[config.mk]
export PLATFORM = sky130hd
export DESIGN_NAME = ewhb_ctrl
export DESIGN_NICKNAME = d
export VERILOG_FILES = /design/src/design/ewhb_pkg.sv /design/src/design/ewhb_ctrl.sv
export SDC_FILE = /design/constraint.sdc
export NUM_CORES = 1
export LEC_CHECK = 0
export BUFFER_PORTS_ARGS = -buffer_cell sky130_fd_sc_hd__buf_2
export CAP_MARGIN = 30
export CORE_AREA = 3 3 40 42
export DETAILED_ROUTE_END_ITERATION = 8
export DIE_AREA = 0 0 43 45
export PLACE_DENSITY_LB_ADDON = 0.25
export SLEW_MARGIN = 10
export SYNTH_ARGS = -nofsm -noshare
export SYNTH_HDL_FRONTEND = slang
export SYNTH_SLANG_ARGS = --single-unit
[constraint.sdc]
create_clock -name clk_i -period 3.85 [get_ports clk_i]
set_input_delay 0.385 -clock clk_i [delete_from_list [all_inputs] [get_ports clk_i]]
set_output_delay 0.385 -clock clk_i [all_outputs]
set_load 0.01 [all_outputs]
[src/design/ewhb_pkg.sv]
`default_nettype none
// ----------------------------------------------------------------------------
// ewhb_pkg
// Shared types and constants of the equal-width histogram binner.
// ----------------------------------------------------------------------------
package ewhb_pkg;

  localparam int unsigned BIN_SLOTS   = 1024;
  localparam int unsigned COUNT_WIDTH = 32;
  localparam int unsigned BIN_AW      = $clog2(BIN_SLOTS);
  localparam int unsigned STEP_W      = $clog2(BIN_AW);

  localparam logic [1:0] CFG_BEGIN = 2'd0;
  localparam logic [1:0] CFG_END   = 2'd1;
  localparam logic [1:0] CFG_WIDTH = 2'd2;

  localparam logic FUNC_BIN  = 1'b0;
  localparam logic FUNC_READ = 1'b1;

  localparam logic [2:0] ST_COUNTED   = 3'd0;
  localparam logic [2:0] ST_OUTSIDE   = 3'd1;
  localparam logic [2:0] ST_BEYOND    = 3'd2;
  localparam logic [2:0] ST_READ_OK   = 3'd3;
  localparam logic [2:0] ST_READ_PAST = 3'd4;

  typedef struct packed {
    logic               func;
    logic signed [31:0] sample_value;
    logic [9:0]         read_index;
  } ewhb_in_t;

  typedef struct packed {
    logic [2:0]         status;
    logic [9:0]         bin_number;
    logic signed [31:0] bin_start;
    logic [31:0]        bin_count;
  } ewhb_out_t;

  typedef enum logic [2:0] {
    S_CLEAR,
    S_IDLE,
    S_CHECK,
    S_DIV,
    S_MUL,
    S_START,
    S_UPDATE,
    S_DONE
  } ewhb_state_e;

  typedef struct packed {
    logic clear;
    logic load;
    logic check;
    logic div_step;
    logic mul;
    logic start;
    logic update;
    logic emit;
  } ewhb_cmd_t;

  typedef struct packed {
    logic is_read;
    logic in_range;
    logic beyond;
    logic div_last;
    logic clr_last;
    logic out_free;
  } ewhb_sts_t;

endpackage
`default_nettype wire

[src/design/ewhb_ctrl.sv]
`default_nettype none
// ----------------------------------------------------------------------------
// ewhb_ctrl
// Sequencer: clearing pass, item intake, division steps, bin update, output.
// ----------------------------------------------------------------------------
module ewhb_ctrl import ewhb_pkg::*; (
  input  wire logic      clk_i,
  input  wire logic      rst_ni,
  input  wire logic      in_valid_i,
  output logic           in_stall_o,
  input  wire ewhb_sts_t sts_i,
  output ewhb_cmd_t      cmd_o
);

  ewhb_state_e state_q, state_d;

  always_ff @(posedge clk_i or negedge rst_ni) begin
    if (!rst_ni) begin
      state_q <= S_CLEAR;
    end else begin
      state_q <= state_d;
    end
  end

  always_comb begin
    state_d = state_q;
    case (state_q)
      S_CLEAR: begin
        if (sts_i.clr_last) state_d = S_IDLE;
      end
      S_IDLE: begin
        if (in_valid_i) state_d = S_CHECK;
      end
      S_CHECK: begin
        if (sts_i.is_read) begin
          state_d = S_MUL;
        end else if (!sts_i.in_range || sts_i.beyond) begin
          state_d = S_DONE;
        end else begin
          state_d = S_DIV;
        end
      end
      S_DIV: begin
        if (sts_i.div_last) state_d = S_MUL;
      end
      S_MUL:    state_d = S_START;
      S_START:  state_d = S_UPDATE;
      S_UPDATE: state_d = S_DONE;
      S_DONE: begin
        if (sts_i.out_free) state_d = S_IDLE;
      end
      default: state_d = S_CLEAR;
    endcase
  end

  always_comb begin
    cmd_o      = '0;
    in_stall_o = 1'b1;
    case (state_q)
      S_CLEAR: cmd_o.clear = 1'b1;
      S_IDLE: begin
        in_stall_o = 1'b0;
        cmd_o.load = in_valid_i;
      end
      S_CHECK:  cmd_o.check    = 1'b1;
      S_DIV:    cmd_o.div_step = 1'b1;
      S_MUL:    cmd_o.mul      = 1'b1;
      S_START:  cmd_o.start    = 1'b1;
      S_UPDATE: cmd_o.update   = 1'b1;
      S_DONE:   cmd_o.emit     = sts_i.out_free;
      default:  cmd_o          = '0;
    endcase
  end

endmodule
`default_nettype wire

Yosys cells after proc, flatten, opt, wreduce, memory -nomap -nowiden
Index checks and enable logic that the tools add are counted.
{ "totals": {"elab_cells": 32, "output_inout_bits": 9, "register_bits": 3} }
{ "op_classes": {"muxes": 16, "n_reduce_logical": 4, "eq_ne": 11} }
{ "op_table": {"columns": ["cell", "n"], "rows": [
  ["$pmux W3 S8", 1],
  ["$mux W3", 6],
  ["$eq A3 B3 Y1 const B", 4],
  ["$mux W1", 9],
  ["$ne A2 B2 Y1 const B", 4],
  ["$eq A3 B2 Y1 const B", 2],
  ["$reduce_and A4 Y1", 1],
  ["$eq A3 B1 Y1 const B", 1],
  ["$logic_not A3 Y1", 1],
  ["$logic_not A1 Y1", 1],
  ["$logic_or A1 B1 Y1", 1]
]} }

Logic depth before layout (Yosys ltp)
Gate-level depths: netlist (run 1).
{ "depth": {"word_depth": 5, "mapped_depth": 4} }

Worst setup path after synthesis (run 1)
Ideal clock, no wire load.
{ "synth_timing": {"path_type": "register to output", "startpoint": "reg state_q[0]", "endpoint": "out cmd_o[6] in the netlist's numbering", "t_arrival_ps": 1002, "required_ps": 3465, "path_slack_ps": 2463, "path_stages_with_launch": 4, "n_path_buf": 1, "path_cell_list": "dfrtp_1 > buf_2 > nand3_1 > nor2_1"} }
{ "synth_lines": {"columns": ["element", "line_no", "source"], "rows": [
  ["start: declaration", "ewhb_ctrl.sv:15", "ewhb_state_e state_q, state_d;"],
  ["start signal: assignment", "ewhb_ctrl.sv:21", "state_q <= state_d;"],
  ["end: declaration", "ewhb_ctrl.sv:12", "output ewhb_cmd_t cmd_o"]
]} }

==> results of run 1 <==
final timing paths:
path / from / to / depth (start not counted)
worst max-delay path: state_q[2]$_DFFE_PN0P_ / cmd_o[4] / 3
worst min-delay path: rst_ni / state_q[2]$_DFFE_PN0P_ / 2
worst max register to register: state_q[0]$_DFFE_PN0P_ / state_q[2]$_DFFE_PN0P_ / 3
worst min register to register: state_q[2]$_DFFE_PN0P_ / state_q[0]$_DFFE_PN0P_ / 2
max in group asynchronous: rst_ni / state_q[1]$_DFFE_PN0P_ / 2
min in group clk_i: sts_i[1] / state_q[0]$_DFFE_PN0P_ / 3
layer usage:
layer  share of wire [%]  routed length (um)  vias to the layer above
met5                   0                   0                        -
met4                   0                   0                        0
met3                 6.2                  41                        0
met2                  46                 302                        9
met1                  48                 316                      137
li1                    -                   -                      167
final cells by class:
class / count / share of cell area, %
Clock buffer: 4 / 6.33
Inverter: 4 / 3.61
Multi-Input combinational cell: 25 / 44.6
Sequential cell: 3 / 18.1
Tap cell: 15 / 4.52
Timing Repair Buffer: 18 / 22.9
timing repair:
| item | in CTS | in global routing |
|---|---|---|
| hold endpoints to repair | 3 | 0 |
| setup endpoints to repair | 0 | 0 |
| hold buffers | 1 | 0 |
placed cells by master, fill, tap and decap left out, drive strengths merged:
master	synthesis	final
nor2	3	3
a31o	1	1
buf	3	17
clkbuf	0	4
dfrtp	3	3
a21o	1	1
a211oi	1	1
a21oi	1	1
and4b	1	1
o211ai	1	1
mux2i	1	1
a311oi	1	1
nand3	2	2
nor4b	1	1
and3	2	2
nor4	1	1
a31oi	1	1
o21ai	2	2
or3b	1	1
inv	4	4
dlygate4sd3	0	1
nor3	3	3
nand2	1	1
cells by family (layout without fill, tap and decap cells):
| group | count (synthesis) | in the layout |
|---|---|---|
| compound gates | 9 | 9 |
| flops | 3 | 3 |
| buf+inv | 7 | 26 |
| simple gates | 15 | 15 |
| mux | 1 | 1 |
metrics by stage:
stage / setup WS, ps / area, um2
finish: 2160 / 415
detailed placement: 2390 / 379
CTS: 2150 / 415
global route: 2040 / 415
floorplan: 2460 / 303
global placement: 2360 / 379
critical path, stage by stage (launching register included):
cell and delay (ps):
sky130_fd_sc_hd__dfrtp_1 550, sky130_fd_sc_hd__inv_1 170, sky130_fd_sc_hd__and3_2 240, sky130_fd_sc_hd__buf_2 130
where the power goes:
part           switching [uW]  internal (uW)  total [uW]
registers                59.0           48.5         108
clock network            13.5           38.7        52.1
logic                    79.4           83.8         163
total                     152            171         323
==> impl_metrics.json, run 1 <==
{
  "cts-buffers-inserted": 3,
  "cts_tree": "done",
  "finalSetupViolations": 0,
  "groute.layer.met3.usage_pct": 1.99,
  "slew_viol_final": 0,
  "grt_start_max_net_pins": 17,
  "ant_nets": 0,
  "clock_latency_ps": 220,
  "synthesis_warnings": 0,
  "maxCapViolCount": 0,
  "io_pins": 18,
  "maxClockFrequency_mhz": 591,
  "simple_logic_cell_fraction_of_the_synthesized_area_pct": 35.1,
  "first_iter_violations": 2,
  "finalPower_uw": 323,
  "synth-main-ff-cell": "sky130_fd_sc_hd__dfrtp_1",
  "grt_remaining_overflow": 0,
  "layout.area.seq_um2": 75.1,
  "tightest_slew_ps": 495,
  "clk_path_buf_depth": 2,
  "place_inst": 64,
  "synthXorXnorAreaFrac_pct": 0,
  "number_of_global_route_vias_before_repair": 281,
  "drt-pass1-iter-count": 3,
  "setup.worst_path.class": "reg -> out",
  "grt_util_met1_pct": 10.4,
  "dominant_combinational_cell_family_by_area_after_synthesis": "simple AND/OR/NAND/NOR gates",
  "fin_tns_setup_ps": 0,
  "num_vias": 313,
  "synth_fp_nets": 44,
  "timing.critical_path.to_type": "output port",
  "largest_reg_flops": 3,
  "crit_path_max_fanout": 11,
  "r2r_setup_slack_ps": 2410,
  "syn_to_final_growth_pct": 37.2,
  "clkSinkCount": 3,
  "floorplan.core_area_um2": 1280,
  "critical_path_at_ps": 1310,
  "top_regs": "state_q x3",
  "global_route.peak_usage_layer": "met2",
  "synth_async_sr_flop_share_pct": 100,
  "setup.worst_path.start_class": "flop",
  "port_buffers": 17,
  "synth_top_cells_by_area": "sky130_fd_sc_hd__dfrtp_1 (25%), sky130_fd_sc_hd__buf_6 (7.4%), sky130_fd_sc_hd__nor4_4 (7.0%), sky130_fd_sc_hd__nor3_1 (5.0%), sky130_fd_sc_hd__a311oi_2 (5.0%)",
  "grt_antenna_before_repair": 0,
  "nNetsFinal": 64,
  "hold_slack_ps": 480,
  "final.min_clock_period_ps": 1690,
  "synth-seq-area-share_pct": 24.8,
  "rows": 13,
  "ys_top_cells_by_count": "sky130_fd_sc_hd__inv_1 (4), sky130_fd_sc_hd__dfrtp_1 (3), sky130_fd_sc_hd__nor2_1 (3), sky130_fd_sc_hd__nor3_1 (3)",
  "clock_skew_after_layout_ps": 0.648,
  "p_per_area_nw_per_um2": 777,
  "htree_levels": 1,
  "die_w_um": 43,
  "grt_setup_unrepaired": "false",
  "postSynthCellCount": 35,
  "cts.clk_slew.worst_paths_ps": 30,
  "detailedPlacementHpwl_um": 544,
  "postCtsSetupBuffers": 0,
  "post_route_non_filler_standard_cell_count": 69,
  "routed_wl_um": 660,
  "post_synthesis_mux_area_share_pct": 3.31,
  "floorplan.initialDensity_pct": 23.6,
  "report.final.hold_viol_count": 0,
  "fp.dieH_um": 45,
  "min_path_type": "in -> async",
  "worst_slew_margin_rel_pct": 67.0,
  "grt_first_pass_wirelength_um": 1140,
  "synth_top_cell_area_share_pct": 24.8,
  "post_synth_fa_ha_maj_area_fraction_pct": 0,
  "timing.critical_path.required_ps": 3460,
  "synth.ff_latch_count": 3,
  "layout-drive-gt1-share_pct": 46.3,
  "place.gp.congestion": 0.754,
  "timing.final.crit_share_pct": 43.9,
  "groute.layer.met2.usage_pct": 11.4,
  "synth_area_per_cell_um2": 8.65,
  "cts_resized": 0,
  "multiInputGateArea_um2": 185,
  "finalCoreUtilization_pct": 32.3,
  "static-leakage-power_uw": 0.000209,
  "synthesis.area_um2": 303,
  "synth-edff-count": 0,
  "yosysMostFrequentCell": "sky130_fd_sc_hd__inv_1",
  "fillCellCount": 148,
  "largest_reg_by_ff_count": "state_q",
  "cts_root_buf": "sky130_fd_sc_hd__clkbuf_4",
  "status": "complete, no violations",
  "synthDistinctLibCells": 23,
  "insertedDiodeCount": 0,
  "yosys.area.top_type": "sky130_fd_sc_hd__dfrtp_1",
  "route.detailed.vias_per_inst": 4.54,
  "grt_usage_pct": 7.67,
  "avgRoutedWirePerCell_um": 9.57,
  "synth-compound-area-share_pct": 22.7,
  "peak_supply_drop_uv": 231,
  "detail_route.drc_violations": 0,
  "die-area_um2": 1940
}
Power figures use the tool's default switching activity.
==> run 2, diff against run 1 <==
--- a/config.mk
+++ b/config.mk
@@ -5,6 +5,7 @@
 export SDC_FILE = /design/constraint.sdc
 export NUM_CORES = 1
 export LEC_CHECK = 0
+export ABC_AREA = 1
 export BUFFER_PORTS_ARGS = -buffer_cell sky130_fd_sc_hd__buf_2
 export CAP_MARGIN = 30
 export CORE_AREA = 3 3 40 42
==> constraint.sdc (replaced) <==
create_clock -name clk_i -period 1.73 [get_ports clk_i]
set_input_delay 0.173 -clock clk_i [delete_from_list [all_inputs] [get_ports clk_i]]
set_output_delay 0.173 -clock clk_i [all_outputs]
set_load 0.01 [all_outputs]
==> run 2 against run 1 <==
Flip-flop and latch count did not move. Critical path depth did not move. Via count rose by 22%. Global-route usage rose by 2.0 points. Routed wire length rose by 17%. Synthesized cell count rose by 60%.
==> impl_metrics.json, run 2 <==
{
  "crit_path_max_fanout": 10,
  "largest_reg_flops": 3,
  "insertedDiodeCount": 0,
  "report.final.hold_viol_count": 0,
  "maxCapViolCount": 0,
  "largest_reg_by_ff_count": "state_q",
  "ys_top_cells_by_count": "sky130_fd_sc_hd__nand2_1 (17), sky130_fd_sc_hd__inv_1 (9), sky130_fd_sc_hd__nand3_1 (6), sky130_fd_sc_hd__nor2_1 (6)",
  "fillCellCount": 163,
  "timing.critical_path.slowest_stage_cell": "sky130_fd_sc_hd__dfrtp_1",
  "fin_tns_setup_ps": 0,
  "detail_route.drc_violations": 0,
  "synthesis_warnings": 0,
  "die_w_um": 43,
  "floorplan.initialDensity_pct": 25.0,
  "setup.worst_path.class": "reg -> out",
  "die-area_um2": 1940,
  "final.min_clock_period_ps": 1390,
  "first_iter_violations": 4,
  "layout_common_cells": "sky130_fd_sc_hd__nand2_1 (17), sky130_fd_sc_hd__buf_2 (17), sky130_fd_sc_hd__inv_1 (9), sky130_fd_sc_hd__nor2_1 (6), sky130_fd_sc_hd__nand3_1 (6)",
  "postSynthCellCount": 56,
  "synth-seq-area-share_pct": 23.3,
  "cts-buffers-inserted": 3,
  "worst_slew_margin_rel_pct": 75.0,
  "floorplan.core_area_um2": 1280,
  "yosysMostFrequentCell": "sky130_fd_sc_hd__nand2_1",
  "clock_latency_ps": 230,
  "synth_top_cell_area_share_pct": 23.3,
  "num_vias": 382,
  "htree_levels": 1,
  "crit-reg2reg-launch": "state_q[1]$_DFFE_PN0P_",
  "cts_root_buf": "sky130_fd_sc_hd__clkbuf_4",
  "clk_path_buf_depth": 2,
  "timing.hold.worst_path_depth": 4,
  "timing.final.crit_share_pct": 80.3,
  "port_buffers": 17,
  "timing.critical_path.to_type": "output port",
  "finalSetupViolations": 0,
  "cts.clk_slew.worst_paths_ps": 40,
  "multiInputGateArea_um2": 193,
  "min_path_type": "in -> reg",
  "place.gp.congestion": 0.778,
  "timing.critical_path.cells": "nand3_1 > nor2_1 > buf_2",
  "finalCoreUtilization_pct": 35.0,
  "status": "complete, no violations",
  "synth-main-ff-cell": "sky130_fd_sc_hd__dfrtp_1",
  "synthesis.area_um2": 322,
  "setup.worst_path.start_class": "flop",
  "number_of_global_route_vias_before_repair": 345,
  "synth_area_per_cell_um2": 5.74,
  "worst_setup_startpoint": "state_q[1]$_DFFE_PN0P_",
  "syn_to_final_growth_pct": 39.7,
  "grt_usage_pct": 9.67,
  "ff2ff_path_depth": 7,
  "clock_skew_after_layout_ps": 0.908,
  "nNetsFinal": 86,
  "fp.dieH_um": 45,
  "drt-pass1-iter-count": 2,
  "grt_start_max_net_pins": 11,
  "critical_path_at_ps": 1220,
  "grt_setup_unrepaired": "false",
  "grt_remaining_overflow": 0,
  "ant_nets": 0,
  "synthDistinctLibCells": 15,
  "grt_first_pass_wirelength_um": 1410,
  "synth.ff_latch_count": 3,
  "static-leakage-power_uw": 0.000291,
  "yosys.area.top_type": "sky130_fd_sc_hd__dfrtp_1",
  "routed_wl_um": 771,
  "io_pins": 18,
  "rows": 13,
  "top_regs": "state_q x3",
  "layout-drive-gt1-share_pct": 38.2,
  "cts_tree": "done",
  "tightest_slew_ps": 375,
  "synth_fp_nets": 65,
  "maxClockFrequency_mhz": 720,
  "synth-edff-count": 0,
  "slew_viol_final": 0,
  "timing.critical_path.required_ps": 1560,
  "timing.critical_path.slowest_cell_delay_ps": 560,
  "p_per_area_nw_per_um2": 1770,
  "grt_antenna_before_repair": 0,
  "detailedPlacementHpwl_um": 657,
  "worstHoldStart": "sts_i[0]",
  "synth_async_sr_flop_share_pct": 100,
  "clkSinkCount": 3,
  "layout.area.seq_um2": 75.1,
  "avgRoutedWirePerCell_um": 8.47,
  "route.detailed.vias_per_inst": 4.20,
  "synth_top_cells_by_area": "sky130_fd_sc_hd__dfrtp_1 (23%), sky130_fd_sc_hd__nand2_1 (20%), sky130_fd_sc_hd__inv_1 (11%), sky130_fd_sc_hd__nand3_1 (9.3%), sky130_fd_sc_hd__nor2_1 (7.0%)",
  "peak_supply_drop_uv": 498
}
==> run 2: logic make-up after synthesis <==
family	Yosys count	synth area share, %
and+or+nand+nor	37	54.5
buffers and inverters	13	16.7
DFF	3	23.3
AOI/OAI and AO/OA	3	5.45
==> run 2: cell type report <==
class / instances / area share (%)
Inverter: 11 / 9.19
Sequential cell: 3 / 16.7
Timing Repair Buffer: 18 / 21.2
Clock buffer: 4 / 5.85
Tap cell: 15 / 4.18
Multi-Input combinational cell: 40 / 42.9
==> run 2: power by group <==
group,internal [uW],total [uW],switching (uW)
clock,86.5,123,36.8
combinational,188,471,283
sequential,109,200,91.1
==> run 2: per-stage QoR <==
step / setup slack [ps] / instances / instance area [um2] / hold WS, ps / power, uW
after floorplan: 648 / 56 / 322 / -123 / 553
after global placement: 502 / 86 / 413 / -28.0 / 683
after detailed placement: 535 / 86 / 413 / -29.4 / 677
after CTS: 332 / 91 / 449 / 222 / 813
after global routing: 237 / 91 / 449 / 255 / 895
final: 340 / 91 / 449 / 226 / 794
==> run 2: per-layer routing <==
metal	track usage, %	vias up	wire length [um]
li1	-	211	-
met1	11.8	157	365
met2	14.1	14	330
met3	6.77	0	74
met4	1.81	0	0
met5	0	-	0
==> run 2: worst paths after layout <==
path,end,slack [ps]
max in group asynchronous,state_q[0]$_DFFE_PN0P_,1360
hold reg to reg,state_q[0]$_DFFE_PN0P_,650
hold / removal,state_q[2]$_DFFE_PN0P_,230
setup reg to reg,state_q[0]$_DFFE_PN0P_,530
setup / recovery,cmd_o[0],340
min in group asynchronous,state_q[2]$_DFFE_PN0P_,260
==> run 2: critical path: cells and delay by family (launching register included) <==
family	cells	cell delay, ps
DFF	1	560
and+or+nand+nor	2	290
buffers and inverters	1	140
==> run 2: what timing repair did <==
action | in CTS | in global routing
setup buffers | 0 | 0
hold endpoints to repair | 3 | 0
resized for setup | 0 | 0
hold buffers | 1 | 0
==> run 3, diff against run 2 <==
--- a/config.mk
+++ b/config.mk
@@ -5,7 +5,7 @@
 export SDC_FILE = /design/constraint.sdc
 export NUM_CORES = 1
 export LEC_CHECK = 0
-export ABC_AREA = 1
+export ABC_AREA = 0
 export BUFFER_PORTS_ARGS = -buffer_cell sky130_fd_sc_hd__buf_2
 export CAP_MARGIN = 30
 export CORE_AREA = 3 3 40 42
==> constraint.sdc (replaced) <==
create_clock -name clk_i -period 1.15 [get_ports clk_i]
set_input_delay 0.115 -clock clk_i [delete_from_list [all_inputs] [get_ports clk_i]]
set_output_delay 0.115 -clock clk_i [all_outputs]
set_load 0.01 [all_outputs]
==> run 3 against run 2 <==
The flow now finishes with violations (negative setup slack). Power grew 110%. Routed wire length increased by 29%. Count of clock-buffer cells in the layout unchanged. Flip-flop and latch count unchanged. Core utilization is 10 points higher. Die area did not move. Sequential share of layout area down 3.4 points. Clock skew up 0.79 ps. First-iteration DRC count rose by 50%.
==> impl_metrics.json, run 3 (synthesis results as in run 1) <==
{
  "status": "complete, but fails checks",
  "violations": "negative setup slack",
  "routed_wl_um": 996,
  "largest_reg_by_ff_count": "state_q",
  "insertedDiodeCount": 0,
  "rows": 13,
  "largest_reg_flops": 3,
  "num_vias": 389,
  "drt-pass1-iter-count": 3,
  "grt_start_max_net_pins": 10,
  "grt_first_pass_wirelength_um": 1520,
  "cts_root_buf": "sky130_fd_sc_hd__clkbuf_4",
  "layout-drive-gt1-share_pct": 68.2,
  "syn_to_final_growth_pct": 92.1,
  "clock_latency_ps": 230,
  "floorplan.core_area_um2": 1280,
  "timing.critical_path.slowest_stage_cell": "sky130_fd_sc_hd__dfrtp_1",
  "p_per_area_nw_per_um2": 2900,
  "timing.critical_path.to_type": "output port",
  "grt_antenna_before_repair": 0,
  "post_route_non_filler_standard_cell_count": 81,
  "timing.critical_path.slowest_cell_delay_ps": 400,
  "timing.critical_path.max_delay_family": "flip-flops",
  "layout.area.seq_um2": 77.6,
  "place_inst": 73,
  "route.detailed.vias_per_inst": 4.80,
  "floorplan.initialDensity_pct": 23.6,
  "top_regs": "state_q x3",
  "fillCellCount": 137,
  "setup.worst_path.start_class": "flop",
  "fp.dieH_um": 45,
  "cts.clk_slew.worst_paths_ps": 40,
  "die-area_um2": 1940,
  "slew_viol_final": 0,
  "maxClockFrequency_mhz": 767,
  "report.final.hold_viol_count": 0,
  "layout_setup_ws_ps": -154,
  "layout_common_cells": "sky130_fd_sc_hd__buf_2 (15), sky130_fd_sc_hd__buf_6 (8), sky130_fd_sc_hd__buf_4 (6), sky130_fd_sc_hd__nor3_1 (3), sky130_fd_sc_hd__clkbuf_4 (3)",
  "finalCoreUtilization_pct": 45.3,
  "grt_usage_pct": 10.3,
  "peak_supply_drop_uv": 1250,
  "grt_remaining_overflow": 0,
  "final_common_cell": "sky130_fd_sc_hd__buf_2",
  "finalSetupViolations": 12,
  "timing.critical_path.required_ps": 1030,
  "critical_path_at_ps": 1190,
  "die_w_um": 43,
  "grt_setup_unrepaired": "true",
  "first_iter_violations": 6,
  "ant_nets": 0,
  "clock_skew_after_layout_ps": 1.69,
  "detail_route.drc_violations": 0,
  "cts-buffers-inserted": 3,
  "place.gp.congestion": 0.775,
  "htree_levels": 1,
  "timing.final.crit_share_pct": 113,
  "clkSinkCount": 3,
  "detailedPlacementHpwl_um": 712,
  "multiInputGateArea_um2": 216,
  "tightest_slew_ps": 287,
  "crit_path_max_fanout": 8,
  "worst_slew_margin_rel_pct": 80.9,
  "maxCapViolCount": 0,
  "setup.worst_path.class": "reg -> out",
  "min_path_type": "in -> reg",
  "hold_slack_ps": 204,
  "nNetsFinal": 76,
  "cp.buffers_inverters": 3,
  "static-leakage-power_uw": 0.000281,
  "port_buffers": 17,
  "number_of_global_route_vias_before_repair": 370,
  "cts_tree": "done",
  "clk_path_buf_depth": 2,
  "avgRoutedWirePerCell_um": 12.3,
  "timing.critical_path.cells": "buf_6 > inv_6 > nand3_4 > nor2_2 > buf_2",
  "final.min_clock_period_ps": 1300,
  "io_pins": 18
}
[run 3: power by group]
group          internal, uW  switching, uW  leakage, uW
sequential              173            109    0.0000323
combinational           664            554     0.000234
clock                   130           56.9    0.0000150
[run 3: timing repair]
item,in CTS,in global routing
endpoints found under the setup margin,12,12
pin swaps,5,5
endpoints found under the hold margin,3,0
setup buffers,2,1
gates resized for setup,10,10
hold buffers,1,0
[run 3: per-layer routing]
metal,share of wire [%],routed length (um),vias to the layer above,track usage [%]
met4,0,0,0,1.81
met1,39,389,177,13.1
met5,0,0,-,0
met2,55,550,14,17.1
li1,-,-,198,-
met3,5.6,56,0,3.98
[run 3: worst reg2reg max path, delay by kind of cell, from the launching register on]
kind | cells | cell delay, ps
simple gates | 1 | 160
buf+inv | 2 | 250
flops | 1 | 400
compound gates | 2 | 330
[run 3: path summary, 6_finish.rpt]
path | from | endpoint | slack (ps) | depth (start not counted)
max | state_q[1]$_DFFE_PN0P_ | cmd_o[6] | -150 | 5
min | sts_i[5] | state_q[0]$_DFFE_PN0P_ | 200 | 3
max reg2reg | state_q[1]$_DFFE_PN0P_ | state_q[2]$_DFFE_PN0P_ | -90 | 5
min reg2reg | state_q[1]$_DFFE_PN0P_ | state_q[0]$_DFFE_PN0P_ | 780 | 3
max in group asynchronous | rst_ni | state_q[0]$_DFFE_PN0P_ | 820 | 2
min in group asynchronous | rst_ni | state_q[1]$_DFFE_PN0P_ | 210 | 2
[run 3: layout make-up]
cell class,count,share of cell area (%)
Clock buffer,4,4.52
Timing Repair Buffer,30,37.8
Multi-Input combinational cell,25,37.2
Tap cell,15,3.23
Sequential cell,3,13.3
Inverter,4,3.87
[run 3: metrics by stage]
| step | total power, uW | TNS [ps] | area (um2) | setup slack [ps] |
|---|---|---|---|---|
| after floorplan | 826 | -47.1 | 309 | -43.7 |
| after global placement | 1150 | -148 | 453 | -57.7 |
| after detailed placement | 1150 | -137 | 453 | -58.3 |
| after CTS | 1520 | -1150 | 532 | -119 |
| after global routing | 1820 | -1780 | 582 | -212 |
| final | 1690 | -1150 | 582 | -154 |
